===== src/rtl/core/dsdc_pkg.sv =====
// Shared types, microprogram and calendar tables for the day serial / date converter.
// Used by dsdc_sequencer, dsdc_datapath and the top level; depends on nothing.
package dsdc_pkg;

    localparam int PC_W   = 5;
    localparam int IDX_W  = 4;
    localparam int SER_W  = 22;
    localparam int YEAR_W = 14;
    localparam int ACC_W  = 23;

    // Datapath operations.
    localparam logic [2:0] OP_NOP    = 3'd0;
    localparam logic [2:0] OP_REDUCE = 3'd1;
    localparam logic [2:0] OP_LEAP   = 3'd2;
    localparam logic [2:0] OP_MWALK  = 3'd3;
    localparam logic [2:0] OP_DDONE  = 3'd4;
    localparam logic [2:0] OP_MSUM   = 3'd5;
    localparam logic [2:0] OP_EDONE  = 3'd6;
    localparam logic [2:0] OP_DONE   = 3'd7;

    // Which digit register takes the quotient bit of a reduce step.
    localparam logic [1:0] Q_NONE = 2'd0;
    localparam logic [1:0] Q_B    = 2'd1;
    localparam logic [1:0] Q_C    = 2'd2;
    localparam logic [1:0] Q_D    = 2'd3;

    // Sequencing kinds.
    localparam logic [2:0] BR_NEXT = 3'd0;
    localparam logic [2:0] BR_LOOP = 3'd1;
    localparam logic [2:0] BR_ENC  = 3'd2;
    localparam logic [2:0] BR_JUMP = 3'd3;
    localparam logic [2:0] BR_END  = 3'd4;

    // Program addresses.
    localparam logic [PC_W-1:0] PC_LEAP  = 5'd15;
    localparam logic [PC_W-1:0] PC_MWALK = 5'd16;
    localparam logic [PC_W-1:0] PC_DDONE = 5'd17;
    localparam logic [PC_W-1:0] PC_MSUM  = 5'd18;
    localparam logic [PC_W-1:0] PC_EDONE = 5'd19;
    localparam logic [PC_W-1:0] PC_DONE  = 5'd20;

    typedef struct packed {
        logic [2:0]       op;
        logic [IDX_W-1:0] idx;
        logic [1:0]       qsel;
        logic [2:0]       br;
        logic [PC_W-1:0]  target;
    } ctrl_t;

    typedef struct packed {
        logic loop;
        logic enc;
    } stat_t;

    typedef struct packed {
        logic [SER_W-1:0]  serial;
        logic [YEAR_W-1:0] year;
        logic [3:0]        month;
        logic [4:0]        day;
        logic [2:0]        weekday;
        logic              leap;
        logic              error;
    } result_t;

    // One row of the period table: days, years and days modulo 7.
    typedef struct packed {
        logic [ACC_W-1:0]  days;
        logic [YEAR_W-1:0] years;
        logic [2:0]        wk;
    } period_t;

    // Periods of 400, 100, 4 and 1 years, each scaled by the powers of two
    // that its digit needs, largest first.
    function automatic period_t period(input logic [IDX_W-1:0] idx);
        period_t p;
        case (idx)
            4'd0:    p = '{days: 23'd4675104, years: 14'd12800, wk: 3'd0};
            4'd1:    p = '{days: 23'd2337552, years: 14'd6400,  wk: 3'd0};
            4'd2:    p = '{days: 23'd1168776, years: 14'd3200,  wk: 3'd0};
            4'd3:    p = '{days: 23'd584388,  years: 14'd1600,  wk: 3'd0};
            4'd4:    p = '{days: 23'd292194,  years: 14'd800,   wk: 3'd0};
            4'd5:    p = '{days: 23'd146097,  years: 14'd400,   wk: 3'd0};
            4'd6:    p = '{days: 23'd73048,   years: 14'd200,   wk: 3'd3};
            4'd7:    p = '{days: 23'd36524,   years: 14'd100,   wk: 3'd5};
            4'd8:    p = '{days: 23'd23376,   years: 14'd64,    wk: 3'd3};
            4'd9:    p = '{days: 23'd11688,   years: 14'd32,    wk: 3'd5};
            4'd10:   p = '{days: 23'd5844,    years: 14'd16,    wk: 3'd6};
            4'd11:   p = '{days: 23'd2922,    years: 14'd8,     wk: 3'd3};
            4'd12:   p = '{days: 23'd1461,    years: 14'd4,     wk: 3'd5};
            4'd13:   p = '{days: 23'd730,     years: 14'd2,     wk: 3'd2};
            4'd14:   p = '{days: 23'd365,     years: 14'd1,     wk: 3'd1};
            default: p = '{days: 23'd365,     years: 14'd1,     wk: 3'd1};
        endcase
        return p;
    endfunction

    // Length of a month; 29 February only in leap years.
    function automatic logic [4:0] month_len(input logic [3:0] m, input logic lp);
        logic [4:0] n;
        case (m)
            4'd4, 4'd6, 4'd9, 4'd11: n = 5'd30;
            4'd2:                    n = lp ? 5'd29 : 5'd28;
            default:                 n = 5'd31;
        endcase
        return n;
    endfunction

    // A month length lies in 28..31, so its residue modulo 7 is the excess over 28.
    function automatic logic [2:0] month_wk(input logic [4:0] n);
        logic [4:0] d;
        d = n - 5'd28;
        return d[2:0];
    endfunction

    // Residue modulo 7 of a 5-bit value by a short compare chain.
    function automatic logic [2:0] mod7_5(input logic [4:0] v);
        logic [4:0] r;
        if (v >= 5'd28)
            r = v - 5'd28;
        else if (v >= 5'd21)
            r = v - 5'd21;
        else if (v >= 5'd14)
            r = v - 5'd14;
        else if (v >= 5'd7)
            r = v - 5'd7;
        else
            r = v;
        return r[2:0];
    endfunction

    // Sum of two residues modulo 7.
    function automatic logic [2:0] add_mod7(input logic [2:0] a, input logic [2:0] b);
        logic [3:0] s;
        s = {1'b0, a} + {1'b0, b};
        if (s >= 4'd7)
            s = s - 4'd7;
        return s[2:0];
    endfunction

    // Microprogram ROM.
    function automatic ctrl_t ucode(input logic [PC_W-1:0] pc);
        ctrl_t w;
        w = '{op: OP_NOP, idx: '0, qsel: Q_NONE, br: BR_NEXT, target: '0};
        case (pc) inside
            [5'd0:5'd5]:
            begin
                w.op  = OP_REDUCE;
                w.idx = pc[IDX_W-1:0];
            end
            [5'd6:5'd7]:
            begin
                w.op   = OP_REDUCE;
                w.idx  = pc[IDX_W-1:0];
                w.qsel = Q_B;
            end
            [5'd8:5'd12]:
            begin
                w.op   = OP_REDUCE;
                w.idx  = pc[IDX_W-1:0];
                w.qsel = Q_C;
            end
            [5'd13:5'd14]:
            begin
                w.op   = OP_REDUCE;
                w.idx  = pc[IDX_W-1:0];
                w.qsel = Q_D;
            end
            PC_LEAP:
            begin
                w.op     = OP_LEAP;
                w.br     = BR_ENC;
                w.target = PC_MSUM;
            end
            PC_MWALK:
            begin
                w.op = OP_MWALK;
                w.br = BR_LOOP;
            end
            PC_DDONE:
            begin
                w.op     = OP_DDONE;
                w.br     = BR_JUMP;
                w.target = PC_DONE;
            end
            PC_MSUM:
            begin
                w.op = OP_MSUM;
                w.br = BR_LOOP;
            end
            PC_EDONE:
            begin
                w.op = OP_EDONE;
            end
            default:
            begin
                w.op = OP_DONE;
                w.br = BR_END;
            end
        endcase
        return w;
    endfunction

endpackage


===== src/rtl/core/dsdc_sequencer.sv =====
// Step counter and microprogram ROM of the day serial / date converter.
// Depends on dsdc_pkg for the control word, status and program constants.
module dsdc_sequencer
    import dsdc_pkg::*;
(
    input  logic  clk,
    input  logic  rst_n,
    input  logic  start,
    input  logic  out_free,
    input  stat_t stat,
    output ctrl_t ctrl,
    output logic  busy,
    output logic  done
);

    logic [PC_W-1:0] pc_reg;
    logic [PC_W-1:0] pc_next;
    logic            busy_reg;
    logic            busy_next;
    ctrl_t           word;

    // Fetch the control word; an idle sequencer issues no operation.
    always_comb
    begin
        word = ucode(pc_reg);
        ctrl = word;
        if (!busy_reg)
            ctrl = '{op: OP_NOP, idx: '0, qsel: Q_NONE, br: BR_END, target: '0};
    end

    assign done = busy_reg && (word.br == BR_END) && out_free;
    assign busy = busy_reg;

    // Next step: fall through, stay in a loop, branch on encode or jump.
    always_comb
    begin
        pc_next   = pc_reg + 5'd1;
        busy_next = busy_reg;
        case (word.br)
            BR_NEXT: pc_next = pc_reg + 5'd1;
            BR_LOOP: pc_next = stat.loop ? pc_reg : pc_reg + 5'd1;
            BR_ENC:  pc_next = stat.enc ? word.target : pc_reg + 5'd1;
            BR_JUMP: pc_next = word.target;
            BR_END:
            begin
                pc_next = pc_reg;
                if (out_free)
                    busy_next = 1'b0;
            end
            default: pc_next = pc_reg + 5'd1;
        endcase
        if (!busy_reg)
        begin
            pc_next   = '0;
            busy_next = start;
        end
    end

    always_ff @(posedge clk or negedge rst_n)
    begin
        if (!rst_n)
        begin
            pc_reg   <= '0;
            busy_reg <= 1'b0;
        end
        else
        begin
            pc_reg   <= pc_next;
            busy_reg <= busy_next;
        end
    end

endmodule


===== src/rtl/core/dsdc_datapath.sv =====
// Datapath of the day serial / date converter: period reduction, leap rule,
// month walk and weekday residue, driven one control word per cycle.
// Depends on dsdc_pkg for the control word, tables and helper functions.
module dsdc_datapath
    import dsdc_pkg::*;
#(
    parameter int MAX_YEAR = 9999
)
(
    input  logic              clk,
    input  logic              start,
    input  logic              kind,
    input  logic [SER_W-1:0]  serial_in,
    input  logic [4:0]        day_in,
    input  logic [3:0]        month_in,
    input  logic [YEAR_W-1:0] year_in,
    input  ctrl_t             ctrl,
    output stat_t             stat,
    output result_t           res
);

    // Last serial that still falls within MAX_YEAR.
    localparam longint      LastP       = longint'(MAX_YEAR);
    localparam logic [31:0] SERIAL_LAST =
        32'(365 * LastP + LastP / 4 - LastP / 100 + LastP / 400 - 1);

    logic [ACC_W-1:0]  a_reg;
    logic [ACC_W-1:0]  b_reg;
    logic [2:0]        wk_reg;
    logic [1:0]        qb_reg;
    logic [4:0]        qc_reg;
    logic [1:0]        qd_reg;
    logic [3:0]        month_reg;
    logic [3:0]        mon_in_reg;
    logic [4:0]        day_reg;
    logic [YEAR_W-1:0] year_reg;
    logic [SER_W-1:0]  serial_reg;
    logic              enc_reg;
    logic              err_reg;
    logic              leap_reg;

    period_t           per;
    logic [ACC_W-1:0]  sub_val;
    logic [ACC_W-1:0]  add_val;
    logic              take;
    logic [4:0]        mlen;
    logic              walk_ok;
    logic              msum_ok;
    logic              leap_calc;
    logic              bad_in;
    logic [4:0]        day_m1;

    // Decode subtracts day periods and counts years; encode does the reverse.
    always_comb
    begin
        per     = period(ctrl.idx);
        sub_val = enc_reg ? ACC_W'(per.years) : per.days;
        add_val = enc_reg ? per.days : ACC_W'(per.years);
        take    = a_reg >= sub_val;
    end

    // Month loop conditions.
    assign mlen    = month_len(month_reg, leap_reg);
    assign walk_ok = (month_reg < 4'd12) && (a_reg >= ACC_W'(mlen));
    assign msum_ok = month_reg < mon_in_reg;
    assign day_m1  = day_reg - 5'd1;

    // Leap from the digits of year - 1: last year of a 4-year group, and not
    // a century end unless the 400-year period also ends there.
    assign leap_calc = (qd_reg == 2'd3) && ((qc_reg != 5'd24) || (qb_reg == 2'd3));

    // Range checks done when the word is taken.
    always_comb
    begin
        if (kind)
            bad_in = (year_in == '0) || ({18'd0, year_in} > 32'(MAX_YEAR))
                || (month_in == 4'd0) || (month_in > 4'd12) || (day_in == 5'd0);
        else
            bad_in = {10'd0, serial_in} > SERIAL_LAST;
    end

    assign stat.loop = (ctrl.op == OP_MWALK) ? walk_ok : msum_ok;
    assign stat.enc  = enc_reg;

    always_ff @(posedge clk)
    begin
        if (start)
        begin
            a_reg      <= kind ? ACC_W'(year_in) - 23'd1 : ACC_W'(serial_in);
            b_reg      <= '0;
            wk_reg     <= '0;
            qb_reg     <= '0;
            qc_reg     <= '0;
            qd_reg     <= '0;
            month_reg  <= 4'd1;
            mon_in_reg <= month_in;
            day_reg    <= day_in;
            year_reg   <= year_in;
            serial_reg <= serial_in;
            enc_reg    <= kind;
            err_reg    <= bad_in;
            leap_reg   <= 1'b0;
        end
        else
        begin
            case (ctrl.op)
                OP_REDUCE:
                begin
                    if (take)
                    begin
                        a_reg  <= a_reg - sub_val;
                        b_reg  <= b_reg + add_val;
                        wk_reg <= add_mod7(wk_reg, per.wk);
                    end
                    case (ctrl.qsel)
                        Q_B:     qb_reg <= {qb_reg[0], take};
                        Q_C:     qc_reg <= {qc_reg[3:0], take};
                        Q_D:     qd_reg <= {qd_reg[0], take};
                        default: ;
                    endcase
                end
                OP_LEAP:
                begin
                    leap_reg <= leap_calc;
                    if (enc_reg)
                    begin
                        if (day_reg > month_len(mon_in_reg, leap_calc))
                            err_reg <= 1'b1;
                    end
                    else
                        year_reg <= YEAR_W'(b_reg + 23'd1);
                end
                OP_MWALK:
                begin
                    if (walk_ok)
                    begin
                        a_reg     <= a_reg - ACC_W'(mlen);
                        month_reg <= month_reg + 4'd1;
                        wk_reg    <= add_mod7(wk_reg, month_wk(mlen));
                    end
                end
                OP_DDONE:
                begin
                    day_reg <= a_reg[4:0] + 5'd1;
                    wk_reg  <= add_mod7(wk_reg, mod7_5(a_reg[4:0]));
                end
                OP_MSUM:
                begin
                    if (msum_ok)
                    begin
                        b_reg     <= b_reg + ACC_W'(mlen);
                        month_reg <= month_reg + 4'd1;
                        wk_reg    <= add_mod7(wk_reg, month_wk(mlen));
                    end
                end
                OP_EDONE:
                begin
                    serial_reg <= SER_W'(b_reg + ACC_W'(day_m1));
                    wk_reg     <= add_mod7(wk_reg, mod7_5(day_m1));
                end
                default: ;
            endcase
        end
    end

    // Result fields, all zero but the flag on an error.
    always_comb
    begin
        res = '0;
        if (err_reg)
            res.error = 1'b1;
        else
        begin
            res.serial  = serial_reg;
            res.year    = year_reg;
            res.month   = month_reg;
            res.day     = day_reg;
            res.weekday = wk_reg;
            res.leap    = leap_reg;
        end
    end

endmodule


===== src/rtl/core/day_serial_date_converter_core.sv =====
// Top level of the day serial / date converter: stream ports and output register.
// Depends on dsdc_pkg, dsdc_sequencer and dsdc_datapath.
//
// Usage: one request word enters on the s_ channel; s_tuser selects decode (0,
// serial to date) or encode (1, date to serial). Exactly one result word leaves on
// the m_ channel, carrying the date fields, serial, weekday (0 is Monday), leap
// flag and error flag; on an error every other field is zero.
// A request runs through a microprogram of 21 steps: fifteen period-reduction
// steps (400, 100, 4 and 1 year digits), a leap step, a month loop that steps
// once for each month passed, a day step and a final step. The month loop makes
// the run time vary with the month. One request is in flight at a time: s_tready
// is low while the sequencer runs and rises as the result is loaded into the
// output register, so a new request is taken only after the previous result is loaded.
// A finished result waits in the output register while a new request is taken;
// if the receiver still stalls when the next result is done, the sequencer
// holds at its last step and s_tready stays low until the word is taken.
// Reset clears the sequencer and the output valid flag; no other setup is needed.
module day_serial_date_converter_core
    import dsdc_pkg::*;
#(
    parameter int MAX_YEAR = 9999
)
(
    input  logic        clk,
    input  logic        rst_n,
    input  logic        s_tvalid,
    output logic        s_tready,
    input  logic [47:0] s_tdata,   // serial_in[21:0], day_in[26:22], month_in[30:27],
                                   // year_in[44:31], zero fill [47:45]
    input  logic        s_tuser,   // kind[0]
    output logic        m_tvalid,
    input  logic        m_tready,
    output logic [55:0] m_tdata    // serial_out[21:0], year_out[35:22], month_out[39:36],
                                   // day_out[44:40], weekday[47:45], leap[48],
                                   // error[49], zero fill [55:50]
);

    logic        start;
    logic        busy;
    logic        done;
    logic        out_free;
    ctrl_t       ctrl;
    stat_t       stat;
    result_t     res;
    logic        m_tvalid_reg;
    logic        m_tvalid_next;
    logic [55:0] m_tdata_reg;

    assign s_tready = !busy;
    assign start    = s_tvalid && s_tready;
    assign out_free = !m_tvalid_reg || m_tready;

    dsdc_sequencer u_seq (
        .clk      (clk),
        .rst_n    (rst_n),
        .start    (start),
        .out_free (out_free),
        .stat     (stat),
        .ctrl     (ctrl),
        .busy     (busy),
        .done     (done)
    );

    dsdc_datapath #(
        .MAX_YEAR (MAX_YEAR)
    ) u_dp (
        .clk       (clk),
        .start     (start),
        .kind      (s_tuser),
        .serial_in (s_tdata[21:0]),
        .day_in    (s_tdata[26:22]),
        .month_in  (s_tdata[30:27]),
        .year_in   (s_tdata[44:31]),
        .ctrl      (ctrl),
        .stat      (stat),
        .res       (res)
    );

    // Output register valid flag.
    always_comb
    begin
        m_tvalid_next = m_tvalid_reg;
        if (m_tready)
            m_tvalid_next = 1'b0;
        if (done)
            m_tvalid_next = 1'b1;
    end

    always_ff @(posedge clk or negedge rst_n)
    begin
        if (!rst_n)
            m_tvalid_reg <= 1'b0;
        else
            m_tvalid_reg <= m_tvalid_next;
    end

    // Output register payload, loaded when the program ends.
    always_ff @(posedge clk)
    begin
        if (done)
            m_tdata_reg <= {6'd0, res.error, res.leap, res.weekday, res.day,
                            res.month, res.year, res.serial};
    end

    assign m_tvalid = m_tvalid_reg;
    assign m_tdata  = m_tdata_reg;

endmodule


===== config.mk =====
export PLATFORM = sky130hd
export DESIGN_NAME = day_serial_date_converter_core
export DESIGN_NICKNAME = d
export VERILOG_FILES = /design/src/rtl/core/dsdc_pkg.sv /design/src/rtl/core/dsdc_sequencer.sv /design/src/rtl/core/dsdc_datapath.sv /design/src/rtl/core/day_serial_date_converter_core.sv
export SDC_FILE = /design/constraint.sdc
export NUM_CORES = 1
export LEC_CHECK = 0
export BUFFER_PORTS_ARGS = -buffer_cell sky130_fd_sc_hd__buf_2
export CAP_MARGIN = 20
export CORE_MARGIN = 5
export CORE_UTILIZATION = 40
export DETAILED_ROUTE_END_ITERATION = 7
export PLACE_DENSITY = 0.69
export SKIP_CTS_REPAIR_TIMING = 1
export SLEW_MARGIN = 20
export SYNTH_ARGS = -nofsm -noshare
export SYNTH_HDL_FRONTEND = slang
export SYNTH_SLANG_ARGS = --single-unit

===== constraint.sdc =====
create_clock -name clk -period 6 [get_ports clk]
set_input_delay 0.6 -clock clk [delete_from_list [all_inputs] [get_ports clk]]
set_output_delay 0.6 -clock clk [all_outputs]
set_load 0.03 [all_outputs]

# Word level (Yosys, flattened, before mapping)
# Memories as Yosys holds them, arrays and structs flattened.
# Index checks and enable logic that the tools add are counted.
# word_totals
ff_bits	167
latchBits	0
mem_bits_rw	0
mem_bits_ro	640
input_bits	53
elab_cells	254
memories	1
# classes
add_sub_neg	28
multipliers	0
n_div	0
n_lt_le_gt_ge	28
eq_ne	39
shifts	0
muxes	97
bitwise_logic	0
n_reduce_logical	42
# mem_list
memory	words	word_bits	rd	rd_ports_with_merged_regs	write_ports	line_no	text
(no name shown)	16	40	1	0	0	dsdc_pkg.sv:76	case (idx)
# op_table
op	count
23-bit two-way mux	8
3-bit two-way mux	36
23-bit one-hot mux with 2 select lines	2
5-bit two-way mux	15
22-bit two-way mux	2
14-bit two-way mux	3
3-bit subtractor, second input constant	13
4-bit two-way mux	6
23-bit adder	1
23-bit by 5-bit adder with 23-bit output	1
23-bit greater-or-equal comparator	1
23-bit by 5-bit greater-or-equal comparator with 1-bit output	1
23-bit subtractor	1
23-bit by 5-bit subtractor with 23-bit output	1
22-bit by 5-bit adder with 22-bit output	1
22-bit > comparator, second input constant	1
5-bit equality test, second input constant	4
5-bit by 4-bit greater-or-equal comparator with 1-bit output, second input constant	4
5-bit greater-or-equal comparator, second input constant	4
5-bit one-hot mux with 4 select lines	1
17-bit two-way mux	1
3-bit by 3-bit adder with 4-bit output	4
4-bit by 3-bit equality test with 1-bit output, second input constant	4
4-bit equality test, second input constant	4
46 further kinds	115

# Longest topological paths before layout
# depth
ltp_word	19
mapped_depth	28

# Modules after synthesis
# A second synthesis with hierarchy kept.
# unflattened
cells_unflattened	1628
area_unflattened_um2	13843.3
# modules_own_cells
mod	instances	cells_each	area_each_um2
dsdc_datapath	1	1463	11409.7
day_serial_date_converter_core	1	62	1607.8
dsdc_sequencer	1	103	825.8

# Worst setup path before layout
# Ideal clock, no wire load.
# synth_path
path_type	register -> register
from	register u_seq.pc_reg[0]
to	register u_dp.a_reg[0] (enable)
arrival_time_ns	5.212
setup_slack_ns	0.409
stages_incl_launch_ff	27
n_path_buf	4
synth_period_minus_slack_ns	5.591
path_cell_list	dfrtp_1 buf_2 inv_1 ha_1 buf_2 and4b_1 a211oi_2 or2_0 buf_2 nand3_1 inv_1 ha_1 clkbuf_1 nor2_1 a211oi_1 a21o_1 mux2i_1 ha_1 and4_1 nand4_1 or4_1 nand4_1 a2bb2oi_2 a211oi_1 o21ai_0 nand2_1 nand2_1
# synth_between
elab_chain_len	14
# synth_lines
item	line_no	text
from (decl)	dsdc_sequencer.sv:16	logic [PC_W-1:0] pc_reg;
from (signal assigned)	dsdc_sequencer.sv:68	pc_reg <= pc_next;
5-bit equality test	dsdc_sequencer.sv:25	word = ucode(pc_reg);
1-bit two-way mux	dsdc_pkg.sv:144	case (pc) inside
3-bit two-way mux (8 in a row)	dsdc_pkg.sv:144	
17-bit two-way mux *	dsdc_sequencer.sv:27	if (!busy_reg)
parallel branches: the longest is 2 deep, another holds memory read 16 x 40 bit	-	
3-bit AND reduction (no line) *	-	
to (signal assigned)	dsdc_datapath.sv:89	a_reg <= kind ? ACC_W'(year_in) - 23'd1 : ACC_W'(serial_in);
to (signal assigned)	dsdc_datapath.sv:111	a_reg <= a_reg - sub_val;
to (signal assigned)	dsdc_datapath.sv:137	a_reg <= a_reg - ACC_W'(mlen);
to (decl)	dsdc_datapath.sv:27	logic [ACC_W-1:0] a_reg;
# Every way passes the cells marked *.
# A chain may end at the register's enable or synchronous reset.

# Worst setup path after layout
# layout_path
from	register u_seq.pc_reg[2]
to	register u_dp.b_reg[13]
# layout_between
elab_chain_len	14
# layout_lines
item	line_no	text
5-bit equality test	dsdc_sequencer.sv:25	
1-bit two-way mux	dsdc_pkg.sv:144	
3-bit two-way mux (8 in a row)	dsdc_pkg.sv:144	
17-bit two-way mux *	dsdc_sequencer.sv:27	
parallel branches: the longest is 3 deep, another holds memory read 16 x 40 bit	-	
to (signal assigned)	dsdc_datapath.sv:112	b_reg <= b_reg + add_val;
to (signal assigned)	dsdc_datapath.sv:151	b_reg <= b_reg + ACC_W'(mlen);
to (decl)	dsdc_datapath.sv:28	logic [ACC_W-1:0] b_reg;
# Every way passes the cells marked *. The select of a mux whose other input is x is not followed.

==> metrics.md <==
| Metric | Value |
|---|---|
| Max transition margin | 0.321 |
| Dominant cell type by area after synthesis | edfxtp_1 |
| Outcome | finished clean |
| DIE AREA | about 37000 sq um |
| Nets | 1813 |
| DRT iter0 DRCs | approximately 950 |
| Post-synth EDFFs | 120 |
| Synth top cells by count | nand2_1, nor2_1, o21ai_0 |
| Share of the synthesized area in the top cell type | 0.269 |
| Initial Util | 0.403 |
| RSZ-0062 raised after global routing | false |
| Final period utilization | 0.940 |
| Startpoint types | flop |
| Primary FF master, synth | edfxtp_1 |
| Core region area | 33300 sq um |
| Count leader, synth | nand2_1 |
| Final instance area | ~15000 sq um |
| Critical path class | flop to flop |
| DRC Markers | 0 |
| Max-slew violations | 0 |
| Synthesized cell area | about 13000 sq um |
| Diodes inserted | 0 |
| CTS Buffer Depth | 2 |
| Final setup vio count | 0 |
| H-tree levels | 4 |
| Worst Slack Setup Final | about 0.36 ns |
| Cts bufs inserted | 17 |
| Routed vias/inst | 5.64 |
| Routability cong. | 0.955 |
| Max Clk Rate | 177 MHz |
| Clock Latency Late Sink | 0.45 ns |
| First-pass GRT wire length | 59600 um |
| Die Wd | 193 um |
| Largest net degree at the start of global routing | 85 |
| Hold crit path type | input pin to flop |
| Initial antenna violation count | 0 |
| DR WL/cell | ~18 um |
| Area grow syn2layout | 12.9% |
| DR pass1 iterations | 5 |
| Layout cells sized above 1 | 0.126 |
| Crit end category | flop |
| Vias in the first global route | 11300 |
| CTS root buf | clkbuf_16 |
| Final HPWL DP | 28900 um |
| Grt ovf | 0 |
| Post-synthesis register bit count | 166 |
| Placed cell count | 2078 |
| IO Count | 111 |
| Clock Skew | 0.0212 ns |
| Final non-filler cell total | 2111 |
| Via count | ~12000 |
| Maxcap violations | 0 |
| Max reg flops | 50 |
| Die Y | about 190 um |
| Worst Path Arrival | 5.94 ns |
| Clock sink count | around 170 |
| Total Routing Usage GR | 0.201 |
| CTS clk-pin slew, worst paths | 0.08 ns |
| Total negative slack | 0 ns |
| Required time worst endpoint | 6.30 ns |
| Final Hold Fails | 0 |
| Port bufs | just over 100 |
| Ys async rst share | 0.0422 |
| Critical Path Fanout Max | 23 |
| Seq/Total Area, Yosys | 0.340 |
| TritonCTS clock tree | done |
| Post-place instance area | 14500 sq um |
| ANT nets after route | 0 |
| Num rows | 67 |
| Mean Syn Cell Area | approximately 8.6 sq um |
| Pre-CTS WS | between 0.4 and 0.5 ns |
| Minimum clock period | 5.64 ns |
| Cells after synthesis | 1558 |
| Dominant cells by area after synthesis | edfxtp_1, ha_1, dfxtp_1, o21ai_0, xnor2_1 |
| DRT Wirelength | 37900 um |
| Synth warn | 0 |
| Slew at the pin closest to its max-slew limit | approximately 1.0 ns |
| Post-synth cell types | 96 |
worst max-delay path: stages, from the launching register on:
cell	delay (ns)
dfrtp_1	0.63
nand2_2	0.20
nor4b_1	0.46
buf_4	0.23
or2_0	0.14
nand3_1	0.13
inv_1	0.18
ha_1	0.34
nor2_1	0.08
a211oi_1	0.25
a21o_1	0.15
mux2i_1	0.08
ha_1	0.37
and4_1	0.23
nand4_1	0.13
or4_1	0.44
nand4_1	0.13
a2bb2oi_2	0.23
a2111oi_2	0.12
nor4_4	0.37
buf_12	0.25
mux2i_1	0.26
nor2_1	0.06
worst paths after layout:
path / start / end / slack, ns / depth (start not counted)
max: u_seq.pc_reg[2] / u_dp.b_reg[13] / 0.36 / 22
min reg2reg: u_dp.qd_reg[1] / u_dp.qd_reg[1] / 0.50 / 2
min in group asynchronous: rst_n / u_seq.pc_reg[2] / 0.50 / 2
max in group asynchronous: rst_n / u_seq.pc_reg[3] / 5.33 / 2
min: s_tdata[29] / u_dp.mon_in_reg[2] / 0.35 / 1
max reg2reg: u_seq.pc_reg[2] / u_dp.b_reg[13] / 0.36 / 22
cell families after synthesis:
logic type | after synthesis | synth area share
and+or+nand+nor | 598 | 0.219
AOI/OAI and AO/OA | 413 | 0.195
DFF | 166 | 0.340
buffers and inverters | 123 | 0.0390
adders and majority gates | 110 | 0.107
xor gates and xnor gates | 108 | 0.0706
muxes | 39 | 0.0292
other | 1 | 0.000280
cell type report:
| cell class | count | area, sq um |
|---|---|---|
| Tap cell | 448 | 561 |
| Inverter | 45 | 170 |
| Sequential cell | 166 | 4560 |
| Fill cell | 3222 | 18200 |
| Clock inverter | 14 | 185 |
| Timing Repair Buffer | 146 | 858 |
| Clock buffer | 18 | 429 |
| Multi-Input combinational cell | 1274 | 8360 |
metal layers:
metal	GRT usage	share of wire	up-vias
met3	0.0302	0.053	73
met1	0.261	0.44	5661
met5	0	0	-
li1	-	-	5816
met4	0.0871	0.040	0
met2	0.335	0.47	349
cells in the final DEF (no fill, tap or decap), types with 7 or more instances in the layout:
cell type and instances:
nand2_1 166, nor2_1 162, o21ai_0 132, edfxtp_1 120
ha_1 102, buf_2 101, a21oi_1 96, xnor2_1 72
nor2b_1 68, nand3_1 43, buf_4 43, inv_1 42
dfxtp_1 39, mux2i_1 38, xor2_1 36, nor3_1 34
a21o_1 30, a211oi_1 21, nand4_1 20, o211ai_1 19
nand2b_1 17, clkbuf_16 17, a31oi_1 16, and3_1 16
o21a_1 13, and2_1 9, o31ai_1 8, a221oi_1 8
or4_1 8, fa_1 8, a22oi_1 7, nor3b_1 7
nor4_1 7, o21ai_1 7, dfrtp_1 7
stage by stage:
stage | utilization | hold WS (ns)
after floorplan | - | 0.304
after global placement | 0.436 | 0.443
after detailed placement | 0.436 | 0.444
after CTS | 0.454 | -0.0476
after global routing | 0.454 | 0.347
final | 0.454 | 0.354
Power is not shown: default switching activity piles up to over one toggle a cycle in this logic, so the estimate is an artifact.
